===== config.mk =====
export PLATFORM = sky130hd
export DESIGN_NAME = qfa_cell
export DESIGN_NICKNAME = d
export VERILOG_FILES = /design/src/rtl/core/qfa_pkg.sv /design/src/rtl/core/qfa_cell.sv
export SDC_FILE = /design/constraint.sdc
export NUM_CORES = 1
export LEC_CHECK = 0
export BUFFER_PORTS_ARGS = -buffer_cell sky130_fd_sc_hd__buf_4
export CAP_MARGIN = 30
export CORE_ASPECT_RATIO = 0.5
export CORE_UTILIZATION = 27
export DETAILED_ROUTE_END_ITERATION = 7
export PLACE_DENSITY = 0.64
export SLEW_MARGIN = 20
export SYNTH_ARGS = -nofsm -noshare
export SYNTH_HDL_FRONTEND = slang
export SYNTH_SLANG_ARGS = --single-unit

===== constraint.sdc =====
create_clock -name clk -period 0.8 [get_ports clk]
set_input_delay 0.12 -clock clk [delete_from_list [all_inputs] [get_ports clk]]
set_output_delay 0.12 -clock clk [all_outputs]
set_load 0.02 [all_outputs]

===== src/rtl/core/qfa_pkg.sv =====
// Package for the Q-format fixed-point ALU: request, response and control types,
// opcodes, status codes and configuration register indexes.
// No dependencies.
`timescale 1ns / 1ps
`default_nettype none

package qfa_pkg;

	localparam int unsigned ACT_W      = 4;
	localparam int unsigned FIELD_W    = 32;
	localparam int unsigned FRAC_W     = 5;
	localparam int unsigned STAT_W     = 2;
	localparam int unsigned CFG_IDX_W  = 8;
	localparam int unsigned CFG_DATA_W = 32;
	localparam int unsigned FRAC_MAX   = (1 << FRAC_W) - 1;

	localparam logic [ACT_W-1:0] ACT_ADD   = 4'd0;
	localparam logic [ACT_W-1:0] ACT_SUB   = 4'd1;
	localparam logic [ACT_W-1:0] ACT_MUL   = 4'd2;
	localparam logic [ACT_W-1:0] ACT_DIV   = 4'd3;
	localparam logic [ACT_W-1:0] ACT_CADD  = 4'd4;
	localparam logic [ACT_W-1:0] ACT_CSUB  = 4'd5;
	localparam logic [ACT_W-1:0] ACT_CMUL  = 4'd6;
	localparam logic [ACT_W-1:0] ACT_CDIV  = 4'd7;
	localparam logic [ACT_W-1:0] ACT_CONV  = 4'd8;
	localparam logic [ACT_W-1:0] ACT_FLOOR = 4'd9;
	localparam logic [ACT_W-1:0] ACT_CEIL  = 4'd10;
	localparam logic [ACT_W-1:0] ACT_ROUND = 4'd11;
	localparam logic [ACT_W-1:0] ACT_ABS   = 4'd12;

	localparam logic [STAT_W-1:0] STAT_OK  = 2'd0;
	localparam logic [STAT_W-1:0] STAT_OVF = 2'd1;
	localparam logic [STAT_W-1:0] STAT_INV = 2'd2;

	localparam logic [CFG_IDX_W-1:0] REG_FRAC_BITS   = 8'd0;
	localparam logic [CFG_IDX_W-1:0] REG_SIGNED_MODE = 8'd1;

	localparam logic [FRAC_W-1:0] FRAC_RESET   = 5'd16;
	localparam logic              SIGNED_RESET = 1'b1;

	typedef struct packed {
		logic [ACT_W-1:0]   action;
		logic [FIELD_W-1:0] operand_a;
		logic [FIELD_W-1:0] operand_b;
		logic [FRAC_W-1:0]  target_frac_bits;
	} qfa_req_t;

	typedef struct packed {
		logic [FIELD_W-1:0] value;
		logic [STAT_W-1:0]  status;
	} qfa_rsp_t;

	typedef struct packed {
		logic              valid;
		logic [ACT_W-1:0]  action;
		logic [FRAC_W-1:0] n;
		logic              sgn;
		logic              neg;
		logic              bzero;
		logic [STAT_W-1:0] status_pre;
	} qfa_ctrl_t;

endpackage

`default_nettype wire


===== src/rtl/core/qfa_cell.sv =====
// One cell of the multiply/divide chain: a restoring divide step and a
// shift-add multiply step on the bit leaving the top of the operand. Uses qfa_pkg.
`timescale 1ns / 1ps
`default_nettype none

module qfa_cell #(
	parameter int WIDTH = 32
) (
	input  wire                clk,
	input  wire                arst_n,
	input  qfa_pkg::qfa_ctrl_t ctrl_i,
	input  wire [WIDTH+qfa_pkg::FRAC_MAX-1:0] num_i,
	input  wire [WIDTH-1:0]    mb_i,
	input  wire [WIDTH-1:0]    rem_i,
	input  wire [2*WIDTH-1:0]  acc_i,
	input  wire [WIDTH-1:0]    early_i,
	output qfa_pkg::qfa_ctrl_t ctrl_q,
	output logic [WIDTH+qfa_pkg::FRAC_MAX-1:0] num_q,
	output logic [WIDTH-1:0]   mb_q,
	output logic [WIDTH-1:0]   rem_q,
	output logic [2*WIDTH-1:0] acc_q,
	output logic [WIDTH-1:0]   early_q
);

	localparam int NW = WIDTH + qfa_pkg::FRAC_MAX;

	logic             bit_in, ge;
	logic [WIDTH:0]   rem_sh, rem_sub;

	assign bit_in  = num_i[NW-1];
	assign rem_sh  = {rem_i, bit_in};
	assign rem_sub = rem_sh - {1'b0, mb_i};
	assign ge      = (rem_sh >= {1'b0, mb_i});

	always_ff @(posedge clk or negedge arst_n) begin
		if (!arst_n) begin
			ctrl_q <= '0;
		end else begin
			ctrl_q <= ctrl_i;
		end
	end

	// The quotient bit enters at the bottom as the dividend bit leaves the top.
	always_ff @(posedge clk) begin
		num_q   <= {num_i[NW-2:0], ge};
		rem_q   <= ge ? rem_sub[WIDTH-1:0] : rem_sh[WIDTH-1:0];
		acc_q   <= {acc_i[2*WIDTH-2:0], 1'b0} +
			(bit_in ? {{WIDTH{1'b0}}, mb_i} : {(2*WIDTH){1'b0}});
		mb_q    <= mb_i;
		early_q <= early_i;
	end

endmodule

`default_nettype wire


Word level (Yosys, flattened, before mapping):

Cells that the tools add are included.

* add/sub/neg operators: 2
* $mul: 0
* div/mod/pow operators: 0
* order comparisons: 1
* equality and inequality tests: 0
* shifts and indexed selects: 0
* mux-type cells: 2
* bitwise logic cells: 0
* reduce and logical (&&, ||, !) cells: 0

Operators by type and width (number)
* $add 64x32->64: 1
* $mux 32: 2
* $ge 33x32->1: 1
* $sub 32x32->32: 1

* register bits after elaboration: 238
* bits in latches: 0
* bits in writable memories: 0
* memory bits (read-only): 0
* bits of input ports: 240
* logic and storage cells: 17
* memories: 0

Logic depth before layout (Yosys ltp):

* depth in word-level cells: 2
* gate-level depth with buffers: 14
* depth with buffers taken out: 12

Worst setup path before layout:

Ideal clock, no wire load.

* kind: input-to-reg
* start: in num_i[62] (netlist bit)
* end: reg acc_q[61]
* arrival: 2.736 ns
* required time: 0.682 ns
* path slack: -2.054 ns
* cell stages on the path: 14
* path through: inv_1 > buf_1 > nor2_1 > ha_1 > clkbuf_1 > a21o_1 > a31o_2 > a2111o_1 > a21oi_1 > o21ai_0 > o21ba_2 > buf_2 > and3b_1 > xor2_1

* word-level cells in the longest chain between the ends: 2

RTL lines
* start, declared: line qfa_cell.sv:12 `input wire [WIDTH+qfa_pkg::FRAC_MAX-1:0] num_i,`
* $mux 32: line qfa_cell.sv:48 `(bit_in ? {{WIDTH{1'b0}}, mb_i} : {(2*WIDTH){1'b0}});`
* $add 64x32->64: line qfa_cell.sv:47 `acc_q <= {acc_i[2*WIDTH-2:0], 1'b0} +`
* end signal, assigned: line qfa_cell.sv:47
* end, declared: line qfa_cell.sv:21 `output logic [2*WIDTH-1:0] acc_q,`

No other way between the ends.

Final worst setup path:

* start: in num_i[62] (netlist bit)
* end: reg acc_q[57]

The elaborated chain is that of the path after synthesis.

==> results.cfg <==
[placed_design]
gp_congestion = 0.938
portBuffers = 476
dp.cells = 2134
dpl.hpwl_mm = 32.4

[power]
power_w = 0.0386
leakagePower_nw = 10.1
swShare = 0.296
power_frac_comb = 0.330
p_int_w = 0.0272
clkPwrFrac = 0.311
vdd.ir_drop.worst_mv = 1.33
p_switching_w = 0.0114
powerDensity_mw_per_mm2 = 1810
seqPwrFrac = 0.359

[synthesis]
synth_edf_count = 0
synth.avg_cell_area_sq_um = 10.4
synth_ff_type = dfxtp_1
async_reset_ff_frac = 0.0630
synth_cell_type_count = 69
syn_area_sq_mm = 0.00973
netlist_instances = 933
synth_warnings = 0
syn_nets = 1238
yosysSeqAreaShare = 0.498
synth-seq-cells = 238

[timing]
hold-worst-slack_ns = -0.184
fin_ws_ns = -1.66
tightest_slew_ns = 0.541
hold_viol = 3
rsz0062_at_grt = true
setup_viol = 332
finalCritPeriodShare = 3.07
min_period_ns = 2.46
fmax_mhz = 407
slew_violations = 0
slew_headroom = 0.636

[clock_network]
cts_tree = done
cts_hold_buf = 208
root_buffer = clkbuf_16
cts_max_level = 1
cts_sinks = 238
clkTransAtPathRegs_ns = 0.07
clock_path_buffers = 3
numCtsBuffers = 24

[detailed_routing]
routed_via_density = 4.61
drt_wl_total_mm = 46.8
drc = 0
via_count = 11200
ant_nets = 0
firstDrtPassIters = 5
wire_per_inst_um = 19.3
detail_route.iter0.violations = 754

[floorplan]
io_pins = 478
core-area_sq_mm = 0.0350
dieArea_sq_mm = 0.0368
start_util = 0.278
rows = 48
die_x_um = 270
die_h_um = 136

[critical_path]
required_ns = 1.23
critPathArrivalTime_ns = 2.89
critPathLaunchType = primary input
worstSetupPathType = primary input to register
path_max_fanout = 5
cp-end-kind = register

[cells_and_area]
syn_to_final_growth_pct = 120
layout_common_cells = 513 x buf_4, 264 x buf_6, 217 x dfxtp_2
fin_cells = 2428
layout_commonest_cell = buf_4
num-nets-final = 2239
drive_above_1_share = 0.630

[outcome]
violations = hold timing, setup timing
status = complete, but fails checks

[grt]
overflow = 0
grtUsageTotal = 0.232
first_global_vias = 11300
grt_max_degree = 18
grt_pass1_wl_mm = 66.2
antenna_found_initial = 3

[hold_path]
worstHoldPathType = primary input to register

[run]
max_cap_violations = 0
-- worst max-delay path, stage by stage --
cell and delay (ns):
buf_8 0.08, clkinvlp_4 0.20, nor2_2 0.15, ha_2 0.21, fa_2 0.27, a211oi_4 0.09
o211ai_1 0.20, buf_4 0.18, nand2_2 0.06, a211o_1 0.31, a211o_4 0.40, o21ba_4 0.24
buf_6 0.13, nand2b_4 0.13, xnor2_1 0.11
-- routing by layer --
metal	up-vias	GRT usage	part of all wire
met5	-	0	0
met4	0	0.0888	0.043
met3	136	0.0290	0.044
met2	348	0.429	0.52
met1	5433	0.276	0.39
li1	5287	-	-
-- kinds of logic (layout without fill, tap and decap cells) --
family,after synthesis,count (layout),share of synthesized area
buffers and inverters,71,1088,0.0309
XOR/XNOR,84,84,0.0756
AND/OR/NAND/NOR,232,232,0.111
flip-flops,238,238,0.498
multiplexers,32,32,0.0472
AO/OA/AOI/OAI,211,212,0.152
other,0,2,0
adder cells (fa/ha/maj),65,65,0.0852
-- flip-flops by register name, summed over array words and instances, names as in the netlist --
signal and count:
acc_q 64, rem_q 32, num_q 63, early_q 32
mb_q 32, ctrl_q 15
-- worst paths after layout --
path,from,to,slack [ns],depth (start not counted)
max in group asynchronous,arst_n,ctrl_q[9],0.09,3
max,num_i[62],acc_q[57],-1.66,15
min in group asynchronous,arst_n,ctrl_q[7],0.52,3
min,acc_i[0],acc_q[1],-0.18,2
-- power by group through the flow --
stage | clock [W] | sequential, W | combinational (W)
2_1_floorplan | 0 | 0.0150 | 0.00318
5_1_grt | 0.0128 | 0.0139 | 0.0134
3_5_place_dp | 0 | 0.0137 | 0.00986
3_3_place_gp | 0 | 0.0137 | 0.00981
6_report | 0.0120 | 0.0139 | 0.0127
4_1_cts | 0.0122 | 0.0138 | 0.0118
-- per-stage QoR --
stage	util	instance area (sq um)	setup TNS, ns	worst slack [ns]
3_5_place_dp	0.457	16000	-179.15	-2.21
4_1_cts	0.587	20500	-191.45	-1.51
3_3_place_gp	0.457	16000	-176.81	-2.20
2_1_floorplan	-	9870	-133.13	-1.69
6_report	0.612	21400	-198.11	-1.66
5_1_grt	0.612	21400	-212.52	-1.71
-- final cells by class --
type,count,area [sq um]
Clock inverter,10,124
Multi-Input combinational cell,625,5490
Inverter,49,195
Timing Repair Buffer,996,9130
Sequential cell,238,5130
Clock buffer,33,714
Fill cell,2652,13600
Antenna cell,2,5.00
Tap cell,475,594
-- synth_stat cells, drive strengths merged (4+ instances only) --
| cell | n | share of area |
|---|---|---|
| a21oi | 54 | 0.030 |
| nand4 | 15 | 0.0096 |
| xnor2 | 56 | 0.050 |
| dfrtp | 15 | 0.039 |
| nor4 | 7 | 0.0051 |
| xor2 | 28 | 0.025 |
| ha | 63 | 0.081 |
| nor3 | 14 | 0.0072 |
| nand3 | 26 | 0.013 |
| a21boi | 4 | 0.0031 |
| o21bai | 7 | 0.0054 |
| a211oi | 15 | 0.013 |
| nor2 | 85 | 0.033 |
| o211ai | 4 | 0.0031 |
| inv | 49 | 0.019 |
| a211o | 4 | 0.0036 |
| mux2 | 30 | 0.045 |
| a31oi | 8 | 0.0058 |
| buf | 10 | 0.0073 |
| clkbuf | 12 | 0.0046 |
| a21o | 38 | 0.029 |
| and2 | 7 | 0.0045 |
| o21a | 7 | 0.0054 |
| and3 | 10 | 0.0064 |
| o21ai | 38 | 0.020 |
| dfxtp | 223 | 0.46 |
| nor2b | 4 | 0.0026 |
| o31ai | 5 | 0.0053 |
| nand2 | 52 | 0.020 |
-- repair_timing --
| action | CTS | global route |
|---|---|---|
| pin swaps | 37 | 74 |
| hold endpoints to repair | 223 | 3 |
| setup endpoints to repair | 331 | 332 |
| setup buffers | 15 | 27 |
| cloned | 1 | 3 |
| gates resized for setup | 542 | 130 |
Power figures use the tool's default switching activity.
