## src/rtl/core/qfa_pkg.sv

```systemverilog
// Package for the Q-format fixed-point ALU: request, response and control types,
// opcodes, status codes and configuration register indexes.
// No dependencies.
`timescale 1ns / 1ps
`default_nettype none

package qfa_pkg;

	localparam int unsigned ACT_W      = 4;
	localparam int unsigned FIELD_W    = 32;
	localparam int unsigned FRAC_W     = 5;
	localparam int unsigned STAT_W     = 2;
	localparam int unsigned CFG_IDX_W  = 8;
	localparam int unsigned CFG_DATA_W = 32;
	localparam int unsigned FRAC_MAX   = (1 << FRAC_W) - 1;

	localparam logic [ACT_W-1:0] ACT_ADD   = 4'd0;
	localparam logic [ACT_W-1:0] ACT_SUB   = 4'd1;
	localparam logic [ACT_W-1:0] ACT_MUL   = 4'd2;
	localparam logic [ACT_W-1:0] ACT_DIV   = 4'd3;
	localparam logic [ACT_W-1:0] ACT_CADD  = 4'd4;
	localparam logic [ACT_W-1:0] ACT_CSUB  = 4'd5;
	localparam logic [ACT_W-1:0] ACT_CMUL  = 4'd6;
	localparam logic [ACT_W-1:0] ACT_CDIV  = 4'd7;
	localparam logic [ACT_W-1:0] ACT_CONV  = 4'd8;
	localparam logic [ACT_W-1:0] ACT_FLOOR = 4'd9;
	localparam logic [ACT_W-1:0] ACT_CEIL  = 4'd10;
	localparam logic [ACT_W-1:0] ACT_ROUND = 4'd11;
	localparam logic [ACT_W-1:0] ACT_ABS   = 4'd12;

	localparam logic [STAT_W-1:0] STAT_OK  = 2'd0;
	localparam logic [STAT_W-1:0] STAT_OVF = 2'd1;
	localparam logic [STAT_W-1:0] STAT_INV = 2'd2;

	localparam logic [CFG_IDX_W-1:0] REG_FRAC_BITS   = 8'd0;
	localparam logic [CFG_IDX_W-1:0] REG_SIGNED_MODE = 8'd1;

	localparam logic [FRAC_W-1:0] FRAC_RESET   = 5'd16;
	localparam logic              SIGNED_RESET = 1'b1;

	typedef struct packed {
		logic [ACT_W-1:0]   action;
		logic [FIELD_W-1:0] operand_a;
		logic [FIELD_W-1:0] operand_b;
		logic [FRAC_W-1:0]  target_frac_bits;
	} qfa_req_t;

	typedef struct packed {
		logic [FIELD_W-1:0] value;
		logic [STAT_W-1:0]  status;
	} qfa_rsp_t;

	typedef struct packed {
		logic              valid;
		logic [ACT_W-1:0]  action;
		logic [FRAC_W-1:0] n;
		logic              sgn;
		logic              neg;
		logic              bzero;
		logic [STAT_W-1:0] status_pre;
	} qfa_ctrl_t;

endpackage

`default_nettype wire

```

## src/rtl/core/qfa_back.sv

```systemverilog
// Output stages of the Q-format ALU: sign restore, floor shift of the product,
// range checks and result selection. Uses qfa_pkg.
`timescale 1ns / 1ps
`default_nettype none

module qfa_back #(
	parameter int WIDTH = 32
) (
	input  wire                clk,
	input  wire                arst_n,
	input  qfa_pkg::qfa_ctrl_t ctrl_i,
	input  wire [WIDTH+qfa_pkg::FRAC_MAX-1:0] quo_i,
	input  wire [2*WIDTH-1:0]  prod_i,
	input  wire [WIDTH-1:0]    early_i,
	output logic               done,
	output qfa_pkg::qfa_rsp_t  rsp
);

	localparam int NW = WIDTH + qfa_pkg::FRAC_MAX;

	qfa_pkg::qfa_ctrl_t ctrl_s1;
	logic [2*WIDTH:0]   ps_s1;
	logic [WIDTH-1:0]   div_val_s1, early_s1;
	logic               div_fit_s1;

	logic [NW-1:0]      lim;
	logic               div_fit, mul_fit;
	logic [2*WIDTH:0]   pext, r;
	logic [WIDTH-1:0]   res_v;
	logic [qfa_pkg::STAT_W-1:0] res_s;

	always_comb begin
		lim  = NW'(1) << (WIDTH - 1);
		if (ctrl_i.sgn)
			div_fit = ctrl_i.neg ? (quo_i <= lim) : (quo_i < lim);
		else
			div_fit = (quo_i < (NW'(1) << WIDTH));
		pext = {1'b0, prod_i};
	end

	always_ff @(posedge clk or negedge arst_n) begin
		if (!arst_n) begin
			ctrl_s1 <= '0;
		end else begin
			ctrl_s1 <= ctrl_i;
		end
	end

	always_ff @(posedge clk) begin
		ps_s1      <= ctrl_i.neg ? (~pext + 1'b1) : pext;
		div_val_s1 <= ctrl_i.neg ? (~quo_i[WIDTH-1:0] + 1'b1) : quo_i[WIDTH-1:0];
		div_fit_s1 <= div_fit;
		early_s1   <= early_i;
	end

	always_comb begin
		// The product is negated for a negative result, so the arithmetic shift floors both signs.
		r = $unsigned($signed(ps_s1) >>> ctrl_s1.n);
		if (ctrl_s1.sgn)
			mul_fit = (&r[2*WIDTH:WIDTH-1]) | ~(|r[2*WIDTH:WIDTH-1]);
		else
			mul_fit = ~(|r[2*WIDTH:WIDTH]);
		res_v = '0;
		res_s = ctrl_s1.status_pre;
		case (ctrl_s1.action)
			qfa_pkg::ACT_MUL: begin
				res_v = r[WIDTH-1:0];
				res_s = qfa_pkg::STAT_OK;
			end
			qfa_pkg::ACT_DIV: begin
				res_v = ctrl_s1.bzero ? '0 : div_val_s1;
				res_s = qfa_pkg::STAT_OK;
			end
			qfa_pkg::ACT_CMUL: begin
				if (ctrl_s1.status_pre == qfa_pkg::STAT_OK) begin
					if (mul_fit) res_v = r[WIDTH-1:0];
					else res_s = qfa_pkg::STAT_OVF;
				end
			end
			qfa_pkg::ACT_CDIV: begin
				if (ctrl_s1.status_pre == qfa_pkg::STAT_OK) begin
					if (div_fit_s1) res_v = div_val_s1;
					else res_s = qfa_pkg::STAT_OVF;
				end
			end
			default: begin
				if (ctrl_s1.status_pre == qfa_pkg::STAT_OK) res_v = early_s1;
			end
		endcase
	end

	always_ff @(posedge clk or negedge arst_n) begin
		if (!arst_n) begin
			done <= 1'b0;
		end else begin
			done <= ctrl_s1.valid;
		end
	end

	always_ff @(posedge clk) begin
		rsp.value  <= qfa_pkg::FIELD_W'(res_v);
		rsp.status <= res_s;
	end

endmodule

`default_nettype wire

```

## config.mk

```make
export PLATFORM = sky130hd
export DESIGN_NAME = qfa_back
export DESIGN_NICKNAME = d
export VERILOG_FILES = /design/src/rtl/core/qfa_pkg.sv /design/src/rtl/core/qfa_back.sv
export SDC_FILE = /design/constraint.sdc
export NUM_CORES = 1
export LEC_CHECK = 0
export ABC_AREA = 1
export BUFFER_PORTS_ARGS = -buffer_cell sky130_fd_sc_hd__buf_2
export CORE_MARGIN = 8
export CORE_UTILIZATION = 55
export DETAILED_ROUTE_END_ITERATION = 7
export PLACE_DENSITY = 0.79
export SETUP_SLACK_MARGIN = 0.1
export SLEW_MARGIN = 20
export SYNTH_ARGS = -nofsm -noshare
export SYNTH_HDL_FRONTEND = slang
export SYNTH_SLANG_ARGS = --single-unit
```

## constraint.sdc

```tcl
create_clock -name clk -period 2.69 [get_ports clk]
set_clock_uncertainty 0.05 [all_clocks]
set_input_delay 0.269 -clock clk [delete_from_list [all_inputs] [get_ports clk]]
set_output_delay 0.269 -clock clk [all_outputs]
set_load 0.03 [all_outputs]
```

# ---- After elaboration in Yosys (flattened, before gate mapping)
# Index checks and enable logic that the tools add are counted.
dict set report word_totals {
  mem_bits_rw 0
  mem_count 0
  word_cells 51
  inputBits 176
  out_inout_bits 35
  latch_bits 0
  register_bits 179
  rom_bits 0
}
dict set report op_classes {
  n_reduce_logical 5
  eq_ne 4
  n_mux 17
  div 0
  magnitude_cmp 3
  n_bitwise 5
  add_sub_neg 2
  shift 1
  mul 0
}
# cell count
set op_table {}
lappend op_table {{32-bit 2-to-1 mux} 7}
lappend op_table {{32-bit case mux with 4 select lines} 1}
lappend op_table {{65-bit by 1-bit adder with 65-bit output, second input constant} 1}
lappend op_table {{64-bit inverter with 65-bit output} 1}
lappend op_table {{65-bit by 5-bit >>> shifter with 65-bit output} 1}
lappend op_table {{64-bit 2-to-1 mux} 1}
lappend op_table {{63-bit by 32-bit <= comparator with 1-bit output, second input constant} 1}
lappend op_table {{63-bit by 32-bit less-than comparator with 1-bit output, second input constant} 1}
lappend op_table {{63-bit by 33-bit less-than comparator with 1-bit output, second input constant} 1}
lappend op_table {{34-bit AND reduction} 1}
lappend op_table {{34-bit OR reduction} 1}
lappend op_table {{33-bit OR reduction} 1}
lappend op_table {{32-bit by 1-bit adder with 32-bit output, second input constant} 1}
lappend op_table {{32-bit inverter} 1}
lappend op_table {{4-bit by 2-bit == test with 1-bit output, second input constant} 2}
lappend op_table {{4-bit by 3-bit == test with 1-bit output, second input constant} 2}
lappend op_table {{2-bit 2-to-1 mux} 4}
lappend op_table {{2-bit case mux with 3 select lines} 1}
lappend op_table {{1-bit 2-to-1 mux} 3}
lappend op_table {{2-bit zero test} 1}
lappend op_table {{1-bit inverter} 2}
lappend op_table {{2-bit OR reduction} 1}
lappend op_table {{1-bit OR} 1}

# ---- Logic depth before layout (Yosys ltp)
# Gate-level depths: netlist of the first run.
dict set report logic_depth {
  ltp_word 8
  ltp_mapped 22
  ltp_nobuf 20
}

# ---- Least setup slack after synthesis of the first run
# No wires, ideal clock.
dict set report synth_timing {
  path_kind {input to register}
  startpoint {in prod_i[1]}
  endpoint {reg ps_s1[54]}
  t_required_ns 2.523
  path_buffers 0
  arrival_time_ns 2.037
  setup_ns 0.117
  slack_ns 0.486
  stages 17
  cell_sequence {inv_1 ha_1 nand3_1 nor2_1 nand2_1 nor2_1 inv_2 nor2_2 nand4_2 nor2_2 nand4_1 nor2_2 nor2_1 a21oi_2 o21ai_1 nand2_1 nand2_1}
}
dict set report synth_via {
  elab_chain_len 3
}
# element line
set synth_rtl {}
lappend synth_rtl {{from (decl)} qfa_back.sv:13} ;# input wire [2*WIDTH-1:0] prod_i,
lappend synth_rtl {{64-bit inverter with 65-bit output} qfa_back.sv:50} ;# ps_s1 <= ctrl_i.neg ? (~pext + 1'b1) : pext;
lappend synth_rtl {{65-bit by 1-bit adder with 65-bit output} qfa_back.sv:50}
lappend synth_rtl {{64-bit 2-to-1 mux} qfa_back.sv:50}
lappend synth_rtl {{to (signal assigned)} qfa_back.sv:50}
lappend synth_rtl {{to (decl)} qfa_back.sv:22} ;# logic [2*WIDTH:0] ps_s1;
# No other way between the ends.
# A chain may end at the register's enable or synchronous reset.

# ---- Final worst setup path of the first run
dict set report layout_timing {
  startpoint {reg ctrl_s1[5] in the netlist's numbering}
  endpoint {reg rsp[0] in the netlist's numbering}
}
dict set report layout_via {
  elab_chain_len 8
  elab_cells_between_ends 11
  classes_between {shift (1); mux (4); bitwise (3); reduce/logical (3)}
}
# element line
set layout_rtl {}
lappend layout_rtl {{from (decl)} qfa_back.sv:21} ;# qfa_pkg::qfa_ctrl_t ctrl_s1;
lappend layout_rtl {{from (signal assigned)} qfa_back.sv:45} ;# ctrl_s1 <= ctrl_i;
lappend layout_rtl {{65-bit by 5-bit >>> shifter with 65-bit output *} qfa_back.sv:58} ;# r = $unsigned($signed(ps_s1) >>> ctrl_s1.n);
lappend layout_rtl {{34-bit OR reduction} qfa_back.sv:60} ;# mul_fit = (&r[2*WIDTH:WIDTH-1]) | ~(|r[2*WIDTH:WIDTH-1]);
lappend layout_rtl {{1-bit inverter} qfa_back.sv:60}
lappend layout_rtl {{1-bit OR} qfa_back.sv:60}
lappend layout_rtl {{1-bit 2-to-1 mux *} qfa_back.sv:59} ;# if (ctrl_s1.sgn)
lappend layout_rtl {{2-bit 2-to-1 mux *} qfa_back.sv:76} ;# if (mul_fit) res_v = r[WIDTH-1:0];
lappend layout_rtl {{2-bit 2-to-1 mux *} qfa_back.sv:75} ;# if (ctrl_s1.status_pre == qfa_pkg::STAT_OK) begin
lappend layout_rtl {{2-bit case mux with 3 select lines *} qfa_back.sv:65} ;# case (ctrl_s1.action)
lappend layout_rtl {{net res_s, one bit} qfa_back.sv:30} ;# logic [qfa_pkg::STAT_W-1:0] res_s;
lappend layout_rtl {{to (decl)} qfa_back.sv:16} ;# output qfa_pkg::qfa_rsp_t rsp
# Mark *: on every way through the listed nets, which the timed path passes. The rest lies on a longest branch.

==> run_results.csv, run 1 <==
group,metric,value,unit
floorplan,die-area,25600,um^2
synthesis,ys.flop_type,"dfxtp_1",
critical_path,critPathMaxStageDelay,490,ps
synthesis,synth_area,11400,um^2
synthesis,synthXorXnorAreaFrac,6.77,%
placement,dpl_cell_area,12800,um^2
clock_network,cts_buffers,17,
clock_network,h-tree-depth,4,
floorplan,rows,52,
critical_path,end_kind,"flop",
route,detail_route.wl_per_cell,17.2,um
route,drc,0,
timing,rsz0062_at_grt,"yes",
synthesis,synth_seq_cells,179,
global_routing,grt_pass1_vias,13000,
timing,period_share,101,%
critical_path,crit_top_cell,"nand2_1",
route,viasPerCell,5.73,
synthesis,syn_inst,1807,
pwr,sequentialPowerShare,39.2,%
finish,synthToLayoutAreaGrowth,28.2,%
synthesis,synth-compound-area-share,9.80,%
critical_path,path_cells,"buf_12 -> clkbuf_16 -> nand2_1 -> nand3_2 -> nand3_2 -> nand3_1 -> nand2_1 -> nand2_1 -> nand2_2 -> nand2_1 -> nor2_1 -> nand2_1 -> nor2_1 -> nand3_1 -> nand3_4 -> buf_12 -> nand2_1 -> nand2_1 -> nand3_1",
pwr,switching_power,0.00269,W
synthesis,yosys-top-cells-area,"dfxtp_1 (29%), nand2_1 (16%), nand3_1 (14%)",
finish,layout_common_cells,"nand2_1 (475), nand3_1 (294), nor2_1 (231), buf_2 (210), dfxtp_1 (164)",
global_routing,overflow,0,
critical_path,r2r_setup_slack,-20,ps
route,dr.pass1.iters,6,
clock_network,clockRootBuffer,"clkbuf_16",
floorplan,ioPinCount,211,
min_path,min_path_type,"in2reg",
finish,final_area,14600,um^2
timing,setup_slack,-17.3,ps
critical_path,crit_arrival,2990,ps
outcome,status,"finished with violations",
global_routing,grt_pass1_wl,64300,um
synthesis,synth-edff-count,0,
synthesis,yosysUniqueCellTypes,44,
synthesis,yosys.area_share.simple,42.7,%
critical_path,path_class,"reg2reg",
timing,hold_viol_final,0,
clock_network,cts_buffer_depth,2,
finish,fin_nets,2242,
timing,setup_violations,1,
finish,fin_util,71.9,%
pwr,ir_worst_vdd,0.492,mV
global_routing,antenna_found_initial,1,
clock_network,cts.reportedPaths.clkPinSlew,80,ps
floorplan,die_h,160,um
route,totalWireLength,40400,um
finish,fin_cells,2348,
critical_path,critPathMaxFanout,33,
clock_network,clock_latency,440,ps
synthesis,synth_top_family_by_area,"simple AND/OR/NAND/NOR gates",
floorplan,initial_core_util,56.1,%
route,antenna_left,0,
clock_network,cts_tree,"built",
pwr,sw_frac_of_total,35.4,%
placement,placed_cells,2237,
timing,tightest_slew,567,ps
critical_path,start_kind,"flop",
clock_network,cts.sinks,179,
timing,fin_crit,2710,ps
placement,portBuffers,210,
synthesis,yosys_warnings,0,
finish,fillCellCount,1690,
pwr,p_per_area,521,nW/um^2
placement,dpl.hpwl,29400,um
floorplan,die_w,160,um
timing,slew_viol_final,0,
placement,place_congestion,0.944,
synthesis,synth_nets,1985,
global_routing,grt_max_degree,68,
pwr,p_clk_share,34.4,%
synthesis,synthAdderAreaFrac,0.220,%
outcome,violations,"setup timing",
synthesis,avgSynthCellArea,6.30,um^2
finish,layout_commonest_cell,"nand2_1",
timing,timing.slew.headroom,61.8,%
floorplan,core_area,20300,um^2
critical_path,rr_worst_depth,19,
pwr,cell_internal_pwr,0.00490,W
route,dr_total_vias,13500,
global_routing,track_usage,30.3,%
synthesis,synth.yosys.seq_area_share,32.1,%
timing,fmax,369,MHz
finish,drive_gt1_share,18.9,%
pwr,leakagePower,6.93,nW
placement,pre_cts_ws,-71.8,ps
critical_path,critPathSlowestCell,"dfrtp_2",
route,dr.first_iter.drc_count,1449,
synthesis,async_flop_share,8.38,%
pwr,p_comb_share,26.4,%
synthesis,synth_top_area_cell,"dfxtp_1",
min_path,min_path_cells,2,
critical_path,required,2970,ps
pwr,power,0.00759,W
synthesis,synth.area.mux_share,1.14,%
run,maxCapViolations,0,
synthesis,synth_top_area_share,28.8,%
==> power by group through the flow <==
stage          clock, W  combinational, W  sequential (W)
3_5_place_dp          0           0.00177         0.00303
2_1_floorplan         0           0.00110         0.00307
3_3_place_gp          0           0.00175         0.00303
4_1_cts         0.00263           0.00187         0.00297
6_report        0.00261           0.00200         0.00298
5_1_grt         0.00274           0.00220         0.00300
==> flip-flops by register name, indices dropped and copies added (netlist names) <==
signal	count
ps_s1	65
div_fit_s1	1
ctrl_s1	14
div_val_s1	32
early_s1	32
done	1
rsp	34
==> cell type report <==
type | count | area [um^2] | share of cell area (%)
antenna | 1 | 2.50 | 0.0172
tap | 270 | 338 | 2.32
clock buffer | 17 | 425 | 2.92
multi-input combinational | 1432 | 7190 | 49.3
inverter | 97 | 377 | 2.58
clock inverter | 15 | 195 | 1.34
timing repair buffer | 337 | 2400 | 16.4
sequential | 179 | 3660 | 25.1
==> critical path: cells and delay by family (launching register included) <==
family	cells	cell delay [ps]
and+or+nand+nor	16	1560
buffers and inverters	3	510
DFF	1	490
==> final timing paths <==
check,from,to
max,ctrl_s1[5]$_DFF_PN0_,rsp[0]$_DFF_P_
min,prod_i[13],ps_s1[13]$_DFF_P_
max reg2reg,ctrl_s1[5]$_DFF_PN0_,rsp[0]$_DFF_P_
min reg2reg,ctrl_s1[14]$_DFF_PN0_,done$_DFF_PN0_
max in group asynchronous,arst_n,ctrl_s1[5]$_DFF_PN0_
min in group asynchronous,arst_n,ctrl_s1[0]$_DFF_PN0_
==> routing by layer <==
metal  GRT usage, %  up-vias  wire length, um
met3           4.91      128             3080
met2           51.2      666            19400
met4           13.8        0             1650
met1           37.3     6155            16300
li1               -     6503                -
met5              0        -                0
==> synth_stat cells (all sizes together), types with 3 or more instances <==
cell type  number
nor3           17
dfrtp          15
mux2i          13
xor2           59
a31oi          41
o21ai          79
nand4          13
xnor2          29
dfxtp         164
buf            54
o31ai           3
nand2         491
nand3         327
nor4           27
clkbuf         45
inv            97
nor2          246
or2             7
o211ai          6
a21oi          58
==> repair_timing <==
action | CTS | global route
endpoints found under the setup margin | 33 | 43
resized for setup | 11 | 74
buffers inserted | 0 | 3
pin swaps | 0 | 4
endpoints found under the hold margin | 85 | 1
hold buffers | 71 | 1
gates cloned | 1 | 2
==> kinds of logic after synthesis <==
logic type / after synthesis
AOI/OAI and AO/OA: 199
xor gates and xnor gates: 88
adders and majority gates: 2
DFF: 179
buffers and inverters: 196
and+or+nand+nor: 1130
muxes: 13
==> through the flow <==
step	setup TNS [ps]	hold slack, ps
after floorplan	0	-76.6
after global placement	-101	158
after detailed placement	-205	163
after CTS	0	0.417
after global routing	-5080	4.89
final	-17.3	6.92
Power figures use the tool's default switching activity.
==> run 2: changes to the inputs <==
Settings changed: ABC_AREA 1 to default, BUFFER_PORTS_ARGS -buffer_cell sky130_fd_sc_hd__buf_2 to default, DONT_BUFFER_PORTS from default to 1, PLACE_DENSITY 0.79 to 0.7.
==> run 2 against run 1 <==
Against the previous run: the run ends with hold timing, setup timing left; wire length grew 13%; global-route usage grew 3.7 points; synthesized cell count shrank 37%; register-to-register slack lost 700 ps; first-iteration DRC count shrank 11%; sequential power grew 6%; worst setup slack lost 700 ps; clock power grew 5%; maximum frequency shrank 20%; critical endpoint is now rsp[28]$_DFF_P_; largest cell class unchanged.
==> run_results.csv, run 2 <==
group,metric,value,unit
timing,slew_viol_final,0,
clock_network,clock_latency,440,ps
synthesis,synth_seq_cells,179,
pwr,leakagePower,6.22,nW
synthesis,ys_top_cells_by_count,"dfxtp_1 (164), nand2_1 (138), xnor2_1 (91)",
floorplan,rows,51,
route,drc,0,
timing,period_share,126,%
min_path,min_path_type,"in2reg",
route,viasPerCell,6.55,
clock_network,cts_buffer_depth,2,
critical_path,required,2960,ps
synthesis,synth_area,10900,um^2
finish,fin_nets,1666,
timing,timing.slew.headroom,45.5,%
synthesis,synth.yosys.seq_area_share,33.5,%
placement,pre_cts_ws,-879,ps
finish,layout_common_cells,"dlygate4sd3_1 (209), buf_4 (192), dfxtp_1 (164), nand2_1 (136), xnor2_1 (91)",
finish,synthToLayoutAreaGrowth,44.5,%
synthesis,synth-edff-count,0,
synthesis,ys.flop_type,"dfxtp_1",
synthesis,synth_nets,1315,
critical_path,critPathMaxFanout,19,
floorplan,ioPinCount,211,
run,maxCapViolations,0,
floorplan,initial_core_util,56.2,%
floorplan,die_w,157,um
finish,largest_reg_flops,65,
finish,layout_commonest_cell,"dlygate4sd3_1",
route,dr.first_iter.drc_count,1287,
pwr,p_per_area,531,nW/um^2
clock_network,cts_buffers,17,
finish,top_regs,"ps_s1: 65 flops, rsp: 34 flops",
timing,tightest_slew,809,ps
placement,dpl.hpwl,26100,um
synthesis,async_flop_share,8.38,%
finish,fillCellCount,1106,
timing,whs,-28.5,ps
global_routing,grt_max_degree,69,
finish,fin_util,81.2,%
floorplan,die_h,157,um
synthesis,avgSynthCellArea,9.62,um^2
route,dr.pass1.iters,5,
timing,fmax,294,MHz
pwr,power,0.00839,W
critical_path,crit_arrival,3680,ps
finish,drive_gt1_share,28.7,%
clock_network,cts.reportedPaths.clkPinSlew,80,ps
timing,setup_slack,-713,ps
timing,hold_viol_final,1,
synthesis,yosys_warnings,0,
finish,fin_cells,1766,
route,detail_route.wl_per_cell,25.9,um
global_routing,grt_pass1_vias,11500,
timing,fin_crit,3400,ps
clock_network,cts.sinks,179,
synthesis,syn_inst,1137,
clock_network,cts_tree,"built",
placement,placed_cells,1508,
clock_network,clockRootBuffer,"clkbuf_16",
timing,setup_violations,33,
critical_path,path_class,"reg2reg",
outcome,violations,"hold timing, setup timing",
global_routing,overflow,0,
outcome,status,"finished with violations",
global_routing,grt_pass1_wl,64900,um
finish,antenna_cells,0,
synthesis,synth_top_area_cell,"dfxtp_1",
finish,regMostFlops,"ps_s1",
floorplan,die-area,24600,um^2
synthesis,yosys-top-cells-area,"dfxtp_1 (30%), mux4_2 (14%), xnor2_1 (7.3%)",
global_routing,track_usage,34.0,%
critical_path,end_kind,"flop",
global_routing,antenna_found_initial,0,
placement,place_congestion,0.908,
critical_path,start_kind,"flop",
route,totalWireLength,45800,um
route,antenna_left,0,
placement,portBuffers,0,
clock_network,h-tree-depth,4,
synthesis,synth_top_area_share,30.0,%
pwr,ir_worst_vdd,0.444,mV
timing,rsz0062_at_grt,"yes",
synthesis,yosysMostFrequentCell,"dfxtp_1",
synthesis,yosysUniqueCellTypes,70,
route,dr_total_vias,11600,
floorplan,core_area,19500,um^2
-- run 2: cell types whose count changed after synthesis, sizes merged, moves of 28 or more --
cell   previous run  this run
xor2             59         1
a31oi            41         8
a21oi            58        23
a22oi             0        35
mux2i            13        66
inv              97        15
xnor2            29        91
mux2              0        28
o31ai             3        41
nand2           491       138
nand3           327        18
nor2            246        63
mux4              0        68
-- run 2: worst max-delay path, cell delays in order, from the launching register on --
cell,delay (ps)
dfrtp_4,510
buf_12,150
mux2_4,300
mux4_2,500
or3_4,410
a2111oi_4,320
a21oi_2,80
nor4b_4,360
a221oi_4,140
buf_12,180
o31ai_1,290
-- run 2: final cells by class --
class                           instances  area, um^2  area share, %
Clock inverter                         15         204           1.29
Inverter                               16        60.1          0.380
Tap cell                              265         332           2.10
Timing Repair Buffer                  415        3770           23.9
Multi-Input combinational cell        859        7340           46.4
Sequential cell                       179        3670           23.2
Clock buffer                           17         425           2.69
-- run 2: final timing paths --
check / endpoint / start / cells past startpoint / slack, ps
min in group asynchronous: ctrl_s1[7]$_DFF_PN0_ / arst_n / 1 / 300
max reg2reg: rsp[28]$_DFF_P_ / ctrl_s1[6]$_DFF_PN0_ / 10 / -710
min reg2reg: done$_DFF_PN0_ / ctrl_s1[14]$_DFF_PN0_ / 0 / 320
max: rsp[28]$_DFF_P_ / ctrl_s1[6]$_DFF_PN0_ / 10 / -710
max in group asynchronous: ctrl_s1[6]$_DFF_PN0_ / arst_n / 1 / 1720
min: ps_s1[45]$_DFF_P_ / prod_i[44] / 2 / -30
-- run 2: timing repair --
item / 4_1_cts / 5_1_grt
buffers inserted: 6 / 10
hold buffers: 213 / 3
hold endpoints to repair: 159 / 3
endpoints found under the setup margin: 33 / 51
cloned: 0 / 1
gates resized for setup: 25 / 79
pin swaps: 2 / 29
-- run 2: cell families (layout without fill, tap and decap cells) --
kind of cell,after synthesis,in the layout,share of synthesized area [%]
and+or+nand+nor,331,331,14.6
AOI/OAI and AO/OA,272,272,17.5
DFF,179,179,33.5
muxes,162,162,23.0
buffers and inverters,99,463,3.96
xor gates and xnor gates,92,92,7.37
adders and majority gates,2,2,0.229
-- run 2: per-stage QoR --
stage,instance area [um^2],TNS (ps),hold WS [ps]
2_1_floorplan,11100,-12220,-76.6
3_3_place_gp,12500,-23160,-76.1
3_5_place_dp,12500,-27570,-76.2
4_1_cts,15400,-18920,2.45
5_1_grt,15800,-22630,-5.55
6_report,15800,-20060,-28.5
-- run 2: power breakdown --
part / switching [W] / total [W] / internal [W]
Sequential: 0.000269 / 0.00315 / 0.00288
Combinational: 0.00117 / 0.00250 / 0.00134
Clock: 0.00130 / 0.00274 / 0.00144
Total: 0.00273 / 0.00839 / 0.00566
-- run 2: metal layers --
| metal | vias to the layer above | share of wire, % | track usage [%] | wire, um |
|---|---|---|---|---|
| met4 | 0 | 4.8 | 13.4 | 2190 |
| met1 | 5619 | 38 | 41.4 | 17200 |
| met3 | 173 | 10 | 7.54 | 4680 |
| met5 | - | 0 | 0 | 0 |
| met2 | 787 | 47 | 57.4 | 21700 |
| li1 | 4984 | - | - | - |
